`src/sv/psg_pkg.sv`:
```
// psg_pkg: shared types, widths and constants for the tone and noise generator
// no dependencies; imported by the interfaces and every module of the block

package psg_pkg;

  localparam int unsigned NumTones   = 3;
  localparam int unsigned NumChans   = 4;
  localparam int unsigned PeriodW    = 10;
  localparam int unsigned LevelW     = 4;
  localparam int unsigned DataW      = 8;
  localparam int unsigned ShifterW   = 16;

  localparam logic [1:0]          NoiseCh       = 2'd3;
  localparam logic [1:0]          ToneC         = 2'd2;
  localparam logic [ShifterW-1:0] ShifterReset  = 16'h8000;
  localparam logic [LevelW-1:0]   SilentLevel   = 4'd15;

  // noise rate select codes
  localparam logic [1:0] RateFast  = 2'd0;
  localparam logic [1:0] RateMid   = 2'd1;
  localparam logic [1:0] RateSlow  = 2'd2;
  localparam logic [1:0] RateTone2 = 2'd3;

  localparam logic [PeriodW-1:0] ReloadFast = 10'h010;
  localparam logic [PeriodW-1:0] ReloadMid  = 10'h020;
  localparam logic [PeriodW-1:0] ReloadSlow = 10'h040;

  // input action codes
  localparam logic ActTick  = 1'b0;
  localparam logic ActWrite = 1'b1;

  // programmed settings handed from the register file to the generator
  typedef struct packed {
    logic [NumTones-1:0][PeriodW-1:0] periods;
    logic [NumChans-1:0][LevelW-1:0]  volumes;
    logic [PeriodW-1:0]               noise_period;
    logic [1:0]                       rate_sel;
    logic                             white_en;
  } psg_cfg_t;

  typedef struct packed {
    logic [LevelW-1:0] tone_a;
    logic [LevelW-1:0] tone_b;
    logic [LevelW-1:0] tone_c;
    logic [LevelW-1:0] noise;
  } psg_levels_t;

endpackage

```
`src/sv/psg_if.sv`:
```
// psg_in_if and psg_out_if: valid/ready channels of the generator
// depends on psg_pkg for the field widths

interface psg_in_if;
  import psg_pkg::*;
  logic             valid;
  logic             ready;
  logic             action;
  logic [DataW-1:0] data;

  modport source (output valid, output action, output data, input ready);
  modport sink (input valid, input action, input data, output ready);
endinterface

interface psg_out_if;
  import psg_pkg::*;
  logic              valid;
  logic              ready;
  logic [LevelW-1:0] tone_a_level;
  logic [LevelW-1:0] tone_b_level;
  logic [LevelW-1:0] tone_c_level;
  logic [LevelW-1:0] noise_level;

  modport source (output valid, output tone_a_level, output tone_b_level,
                  output tone_c_level, output noise_level, input ready);
  modport sink (input valid, input tone_a_level, input tone_b_level,
                input tone_c_level, input noise_level, output ready);
endinterface

```
`src/sv/psg_regs.sv`:
```
// psg_regs: command byte decoder and programmed register file
// depends on psg_pkg; feeds psg_gen with settings and a shifter reload strobe

module psg_regs (
  input  logic                  clk_i,
  input  logic                  rst_ni,
  input  logic                  wr_i,
  input  logic [7:0]            data_i,
  output psg_pkg::psg_cfg_t     cfg_o,
  output logic                  noise_reload_o
);
  import psg_pkg::*;

  psg_cfg_t   cfg_q, cfg_d;
  logic       lat_vol_q, lat_vol_d;
  logic [1:0] lat_ch_q, lat_ch_d;
  logic       noise_reload;

  always_comb begin
    cfg_d        = cfg_q;
    lat_vol_d    = lat_vol_q;
    lat_ch_d     = lat_ch_q;
    noise_reload = 1'b0;
    if (wr_i) begin
      if (data_i[7]) begin
        lat_vol_d = data_i[4];
        lat_ch_d  = data_i[6:5];
        if (data_i[4]) begin
          cfg_d.volumes[data_i[6:5]] = data_i[3:0];
        end else if (data_i[6:5] == NoiseCh) begin
          cfg_d.rate_sel = data_i[1:0];
          cfg_d.white_en = data_i[2];
          noise_reload   = 1'b1;
        end else begin
          cfg_d.periods[data_i[6:5]][3:0] = data_i[3:0];
          if (data_i[6:5] == ToneC) begin
            cfg_d.noise_period = {cfg_q.periods[ToneC][PeriodW-1:4], data_i[3:0]};
          end
        end
      end else if (!lat_vol_q && lat_ch_q != NoiseCh) begin
        // high pitch bits of the latched tone
        cfg_d.periods[lat_ch_q][PeriodW-1:4] = data_i[5:0];
        if (lat_ch_q == ToneC) begin
          cfg_d.noise_period = {data_i[5:0], cfg_q.periods[ToneC][3:0]};
        end
      end
    end
  end

  always_ff @(posedge clk_i or negedge rst_ni) begin
    if (!rst_ni) begin
      cfg_q     <= '0;
      lat_vol_q <= 1'b0;
      lat_ch_q  <= 2'd0;
    end else begin
      cfg_q     <= cfg_d;
      lat_vol_q <= lat_vol_d;
      lat_ch_q  <= lat_ch_d;
    end
  end

  assign cfg_o          = cfg_q;
  assign noise_reload_o = noise_reload;

endmodule

```
`src/sv/psg_gen.sv`:
```
// psg_gen: tone counters, noise counter and shift register, level mapping
// depends on psg_pkg; settings come from psg_regs

module psg_gen (
  input  logic                  clk_i,
  input  logic                  rst_ni,
  input  logic                  tick_i,
  input  logic                  noise_reload_i,
  input  psg_pkg::psg_cfg_t     cfg_i,
  output psg_pkg::psg_levels_t  levels_o
);
  import psg_pkg::*;

  logic [NumTones-1:0][PeriodW-1:0] cnt_q, cnt_d;
  logic [NumTones-1:0]              phase_q, phase_d;
  logic [PeriodW-1:0]               ncnt_q, ncnt_d;
  logic                             half_q, half_d;
  logic                             nout_q, nout_d;
  logic [ShifterW-1:0]              sh_q, sh_d;
  logic [PeriodW-1:0]               nreload;

  always_comb begin
    case (cfg_i.rate_sel)
      RateFast: nreload = ReloadFast;
      RateMid:  nreload = ReloadMid;
      RateSlow: nreload = ReloadSlow;
      default:  nreload = cfg_i.noise_period;
    endcase
  end

  always_comb begin
    cnt_d   = cnt_q;
    phase_d = phase_q;
    ncnt_d  = ncnt_q;
    half_d  = half_q;
    nout_d  = nout_q;
    sh_d    = sh_q;
    if (noise_reload_i) begin
      sh_d = ShifterReset;
    end
    if (tick_i) begin
      for (int i = 0; i < NumTones; i++) begin
        if (cnt_q[i] == '0) begin
          cnt_d[i]   = cfg_i.periods[i];
          phase_d[i] = ~phase_q[i];
        end else begin
          cnt_d[i] = cnt_q[i] - 1'b1;
        end
      end
      if (ncnt_q == '0) begin
        ncnt_d = nreload;
        half_d = ~half_q;
        // shifter steps on every second expiry
        if (!half_q) begin
          nout_d = ~sh_q[0];
          sh_d   = {sh_q[0] ^ (sh_q[3] & cfg_i.white_en), sh_q[ShifterW-1:1]};
        end
      end else begin
        ncnt_d = ncnt_q - 1'b1;
      end
    end
  end

  always_ff @(posedge clk_i or negedge rst_ni) begin
    if (!rst_ni) begin
      cnt_q   <= '0;
      phase_q <= '0;
      ncnt_q  <= '0;
      half_q  <= 1'b0;
      nout_q  <= 1'b0;
      sh_q    <= ShifterReset;
    end else begin
      cnt_q   <= cnt_d;
      phase_q <= phase_d;
      ncnt_q  <= ncnt_d;
      half_q  <= half_d;
      nout_q  <= nout_d;
      sh_q    <= sh_d;
    end
  end

  // levels follow the state after this tick
  assign levels_o.tone_a = phase_d[0] ? cfg_i.volumes[0] : SilentLevel;
  assign levels_o.tone_b = phase_d[1] ? cfg_i.volumes[1] : SilentLevel;
  assign levels_o.tone_c = phase_d[2] ? cfg_i.volumes[2] : SilentLevel;
  assign levels_o.noise  = nout_d ? cfg_i.volumes[NoiseCh] : SilentLevel;

endmodule

```
`src/sv/psg_tone_noise_generator_unit.sv`:
```
// psg_tone_noise_generator_unit: top level of the three-tone, one-noise generator
// depends on psg_pkg, psg_in_if, psg_out_if, psg_regs and psg_gen
//
// Usage:
//   in_i carries one transaction per item: action 0 is one generator clock
//   tick, action 1 writes the command byte in data. out_o returns
//   one transaction per tick with the four attenuation levels (15 where the
//   channel output is low); writes return nothing.
//   An accepted item waits in the input register and is applied to the state
//   as it leaves it, which also loads a tick's levels into the output
//   register; out_o.valid rises once that output register is loaded.
//   Throughput is one item per cycle while the receiver keeps up, with the
//   counter and shifter update combinational between the two registers.
//   When the receiver stalls, a pending tick holds in the input register and
//   in_i.ready drops; writes still drain while the output waits.
//   Reset clears all counters, periods, volumes and latches, and loads the
//   noise shift register with 0x8000; no transaction is pending afterwards.

module psg_tone_noise_generator_unit (
  input  logic      clk_i,
  input  logic      rst_ni,
  psg_in_if.sink    in_i,
  psg_out_if.source out_o
);
  import psg_pkg::*;

  logic             s1_valid_q;
  logic             s1_action_q;
  logic [DataW-1:0] s1_data_q;
  logic             out_valid_q;
  psg_levels_t      out_q;
  psg_levels_t      levels;
  psg_cfg_t         cfg;
  logic             noise_reload;
  logic             out_free;
  logic             s1_adv;
  logic             do_tick;
  logic             do_write;

  assign out_free = !out_valid_q || out_o.ready;
  assign s1_adv   = s1_valid_q && ((s1_action_q == ActWrite) || out_free);
  assign do_tick  = s1_adv && (s1_action_q == ActTick);
  assign do_write = s1_adv && (s1_action_q == ActWrite);
  assign in_i.ready = !s1_valid_q || s1_adv;

  always_ff @(posedge clk_i or negedge rst_ni) begin
    if (!rst_ni) begin
      s1_valid_q <= 1'b0;
    end else if (in_i.ready) begin
      s1_valid_q <= in_i.valid;
    end
  end

  always_ff @(posedge clk_i) begin
    if (in_i.ready && in_i.valid) begin
      s1_action_q <= in_i.action;
      s1_data_q   <= in_i.data;
    end
  end

  psg_regs u_regs (
    .clk_i          (clk_i),
    .rst_ni         (rst_ni),
    .wr_i           (do_write),
    .data_i         (s1_data_q),
    .cfg_o          (cfg),
    .noise_reload_o (noise_reload)
  );

  psg_gen u_gen (
    .clk_i          (clk_i),
    .rst_ni         (rst_ni),
    .tick_i         (do_tick),
    .noise_reload_i (noise_reload),
    .cfg_i          (cfg),
    .levels_o       (levels)
  );

  always_ff @(posedge clk_i or negedge rst_ni) begin
    if (!rst_ni) begin
      out_valid_q <= 1'b0;
    end else if (out_free) begin
      out_valid_q <= do_tick;
    end
  end

  always_ff @(posedge clk_i) begin
    if (do_tick) begin
      out_q <= levels;
    end
  end

  assign out_o.valid        = out_valid_q;
  assign out_o.tone_a_level = out_q.tone_a;
  assign out_o.tone_b_level = out_q.tone_b;
  assign out_o.tone_c_level = out_q.tone_c;
  assign out_o.noise_level  = out_q.noise;

endmodule

```
`src/flat_wrapper.sv`:
```
// flat-port wrapper written by rule: the top's interface ports become plain ports
module psg_tone_noise_generator_unit_flat import psg_pkg::*;
  (clk_i, rst_ni, in_i_valid, in_i_action, in_i_data, in_i_ready, out_o_valid, out_o_tone_a_level, out_o_tone_b_level, out_o_tone_c_level, out_o_noise_level, out_o_ready);
  psg_in_if in_i_i ();
  psg_out_if out_o_i ();
  input  logic clk_i;
  input  logic rst_ni;
  input wire logic [$bits(in_i_i.valid)-1:0] in_i_valid;
  input wire logic [$bits(in_i_i.action)-1:0] in_i_action;
  input wire logic [$bits(in_i_i.data)-1:0] in_i_data;
  output wire logic [$bits(in_i_i.ready)-1:0] in_i_ready;
  output wire logic [$bits(out_o_i.valid)-1:0] out_o_valid;
  output wire logic [$bits(out_o_i.tone_a_level)-1:0] out_o_tone_a_level;
  output wire logic [$bits(out_o_i.tone_b_level)-1:0] out_o_tone_b_level;
  output wire logic [$bits(out_o_i.tone_c_level)-1:0] out_o_tone_c_level;
  output wire logic [$bits(out_o_i.noise_level)-1:0] out_o_noise_level;
  input wire logic [$bits(out_o_i.ready)-1:0] out_o_ready;
  assign in_i_i.valid = in_i_valid;
  assign in_i_i.action = in_i_action;
  assign in_i_i.data = in_i_data;
  assign in_i_ready = in_i_i.ready;
  assign out_o_valid = out_o_i.valid;
  assign out_o_tone_a_level = out_o_i.tone_a_level;
  assign out_o_tone_b_level = out_o_i.tone_b_level;
  assign out_o_tone_c_level = out_o_i.tone_c_level;
  assign out_o_noise_level = out_o_i.noise_level;
  assign out_o_i.ready = out_o_ready;
  psg_tone_noise_generator_unit u_core (.clk_i(clk_i), .rst_ni(rst_ni), .in_i(in_i_i), .out_o(out_o_i));
endmodule
```
`config.mk`:
```
export PLATFORM = sky130hd
export DESIGN_NAME = psg_tone_noise_generator_unit_flat
export DESIGN_NICKNAME = d
export VERILOG_FILES = /design/src/sv/psg_pkg.sv /design/src/sv/psg_if.sv /design/src/sv/psg_regs.sv /design/src/sv/psg_gen.sv /design/src/sv/psg_tone_noise_generator_unit.sv /design/src/flat_wrapper.sv
export SDC_FILE = /design/constraint.sdc
export NUM_CORES = 1
export LEC_CHECK = 0
export BUFFER_PORTS_ARGS = -buffer_cell sky130_fd_sc_hd__buf_2
export CAP_MARGIN = 20
export CORE_MARGIN = 5
export CORE_UTILIZATION = 35
export DETAILED_ROUTE_END_ITERATION = 7
export PLACE_DENSITY_LB_ADDON = 0.1
export SYNTH_ARGS = -nofsm -noshare
export SYNTH_HDL_FRONTEND = slang
export SYNTH_SLANG_ARGS = --single-unit
export TNS_END_PERCENT = 5
```
`constraint.sdc`:
```
create_clock -name clk_i -period 2.2 [get_ports clk_i]
set_input_delay 0.33 -clock clk_i [delete_from_list [all_inputs] [get_ports clk_i]]
set_output_delay 0.33 -clock clk_i [all_outputs]
set_load 0.05 [all_outputs]
```
==> flow_summary.ini <==
[detailed_routing]
viasPerCell = 5.404
first_iter_violations = 283
routedWlPerCell_um = 18.53
drt-pass1-iter-count = 5
drc = 0
drtAntennaViolNets = 0
dr_total_vias = 5069
wirelength_um = 17380

[floorplan]
core-area_mm2 = 0.01965
rows = 51
die_h_um = 151.9
ios = 31
chipWidth_um = 151.9
initial_core_util_pct = 35.84
die_area_mm2 = 0.02306

[clock_network]
cts_max_level = 4
clockBufferDepth = 2
clock_sinks = 150
cts_setup_buffers = 0
cts_root_buf = clkbuf_16
cts_tree = yes
cts_buffers = 17
clk_latency_ns = 0.43
clk_pin_slew_worst_paths_ns = 0.07

[critical_path]
cp.required_ns = 2.51
slowest_stage = or4b_4
critPathBufInv = 1
cp_slowest_stage_delay_ns = 0.52
cp_max_fo = 8
start_kind = register
path_class = reg2reg
cp.arrival_ns = 2.33
crit_chain = inv_1, ha_1, or4b_4, nor3_4, a22oi_1, o22a_1
cp_top_family = simple AND/OR/NAND/NOR gates
cp-end-kind = register

[synth]
synth-xor-area-share_pct = 0.3730
synth_compound_area_share_pct = 15.15
synthMuxAreaShare_pct = 8.579
netlist_top_cells_area = dfrtp_1 44%, edfxtp_1 11%, mux2_2 8.2%
syn_nets = 629
synth_enable_flop_cells = 25
yosysTopAreaCell = dfrtp_1
synth_area_per_cell_um2 = 11.57
synthArstFlopShare_pct = 83.33
ys_seq_area_share_pct = 55.08
yosysWarnings = 0
dominantRegCellSynth = dfrtp_1
synthAdderAreaFrac_pct = 1.243
synth_seq_cells = 150
synth_top_family_by_area = simple AND/OR/NAND/NOR gates
synth-simple-area-share_pct = 16.50
synth_area_mm2 = 0.007044
synth.distinct_cells = 76
yosysTopAreaCellShare_pct = 44.05
netlist_instances = 609

[placed_design]
dpl.hpwl_um = 12170
port_buffers = 30
dp_slack_ns = 0.1713
gp_congestion = 0.8217

[status]
status = complete, no violations

[timing]
whs_ns = 0.07875
max_freq_mhz = 495.2
final.min_clock_period_ns = 2.019
drv_slew = 0
relSlewSlack_pct = 41.30
tightest_slew_ns = 0.8787
fin_ws_ns = 0.1806
setup_tns_ns = 0
fin_skew_ns = 0.01031
hold_viol = 0
setup_viol = 0
finalCritPeriodShare_pct = 91.79
rsz0062_at_grt = false

[cells_and_area]
layout.cells.most_common = dfrtp_1
antenna_cells = 0
nets = 680
drive_gt1_share_pct = 25.41
final_cell_mix = 124 x dfrtp_1, 51 x mux2_2, 50 x o21ai_0
area_delta_synth_final_pct = 17.39

[flow_run]
maxCapViolCount = 0

[global_routing]
grt_pass1_vias = 5064
grt_pass1_wl_um = 28300
grt_overflow_total = 0
gr-usage-all-layers_pct = 15.25
grt_max_degree = 44
antenna_found_initial = 0

[power_and_ir_drop]
p_per_area_mw_per_mm2 = 1191
leakage_nw = 3.365
total_power_w = 0.009852
vdd_ir_drop_max_v = 0.0005527

[worst_hold_path]
hp-class = in2reg
==> what timing repair did <==
item | 4_1_cts | 5_1_grt
endpoints found under the setup margin | 0 | 8
resized for setup | 0 | 1
endpoints found under the hold margin | 29 | 0
hold buffers | 1 | 0
==> cell usage after synthesis, types with 6 or more instances <==
library cell,count
a211oi_1,9
a21oi_1,7
a2bb2oi_1,13
and3_1,6
buf_2,11
clkbuf_1,16
dfrtp_1,124
edfxtp_1,25
ha_1,7
inv_1,17
mux2_2,51
nand2_1,30
nand2b_1,7
nand3_1,46
nand4_1,6
nor2_1,19
nor2b_1,12
nor3_1,12
o21ai_0,50
o21bai_1,17
o31ai_1,6
or4_1,6
==> cells by family after synthesis <==
kind of cell / after synthesis
flops: 150
mux: 54
simple gates: 193
compound gates: 153
buf+inv: 49
fa+ha+maj: 7
xor+xnor: 3
==> per-layer routing <==
| metal | track usage [%] | routed length [µm] | up-vias |
|---|---|---|---|
| li1 | - | - | 2393 |
| met1 | 21.39 | 8400 | 2560 |
| met2 | 24.15 | 8148 | 100 |
| met3 | 3.465 | 667 | 16 |
| met4 | 3.639 | 164 | 0 |
| met5 | 0 | 0 | - |
==> state kept, by name (all words and copies together), names as in the netlist, 2 cells and up <==
name                       cells
u_core.out_o.noise_level       4
u_core.u_regs.lat_ch_q         2
u_core.out_o.tone_c_level      4
u_core.u_gen.sh_q             16
u_core.u_regs.cfg_o           59
u_core.out_o.tone_b_level      4
u_core.u_gen.cnt_q            30
u_core.u_gen.ncnt_q           10
u_core.out_o.tone_a_level      4
u_core.u_gen.phase_q           3
u_core.s1_data_q               8
==> worst paths after layout <==
path	depth (start not counted)	slack (ns)	to	startpoint
setup / recovery	6	0.18	u_core.u_gen.cnt_q[23]	u_core.u_gen.cnt_q[20]
hold / removal	1	0.08	u_core.s1_data_q[3]	in_i_data[3]
setup reg to reg	6	0.18	u_core.u_gen.cnt_q[23]	u_core.u_gen.cnt_q[20]
hold reg to reg	1	0.48	u_core.u_gen.half_q	u_core.u_gen.half_q
max in group asynchronous	3	1.03	u_core.u_gen.cnt_q[1]	rst_ni
min in group asynchronous	2	0.41	u_core.u_regs.cfg_o[42]	rst_ni
==> where the power goes <==
group          leakage, nW  switching (W)  internal (W)  total [W]
sequential            1.78       0.000817       0.00377    0.00459
combinational         1.30        0.00123       0.00113    0.00236
clock                0.287        0.00134       0.00156    0.00290
total                 3.37        0.00339       0.00646    0.00985
==> worst register-to-register path: cells and delay by family (launching register included) <==
| kind | cells | cell delay (ns) |
|---|---|---|
| AND/OR/NAND/NOR | 2 | 0.81 |
| buffers and inverters | 1 | 0.08 |
| flip-flops | 1 | 0.44 |
| adder cells (fa/ha/maj) | 1 | 0.25 |
| AO/OA/AOI/OAI | 2 | 0.34 |
==> per-stage QoR <==
stage / instances / area, µm² / util, %
floorplan: 609 / 7044 / -
global placement: 905 / 7657 / 38.96
detailed placement: 905 / 7657 / 38.96
CTS: 938 / 8264 / 42.05
global route: 938 / 8269 / 42.07
finish: 938 / 8269 / 42.07
==> area by class of cell <==
type | instances | area (µm²)
Tap cell | 265 | 331.6
Clock buffer | 18 | 439.2
Clock inverter | 14 | 157.7
Fill cell | 1912 | 11380
Timing Repair Buffer | 63 | 440.4
Inverter | 18 | 67.56
Sequential cell | 150 | 3880
Multi-Input combinational cell | 410 | 2953
Note: power is estimated with default switching activity, not from simulation.
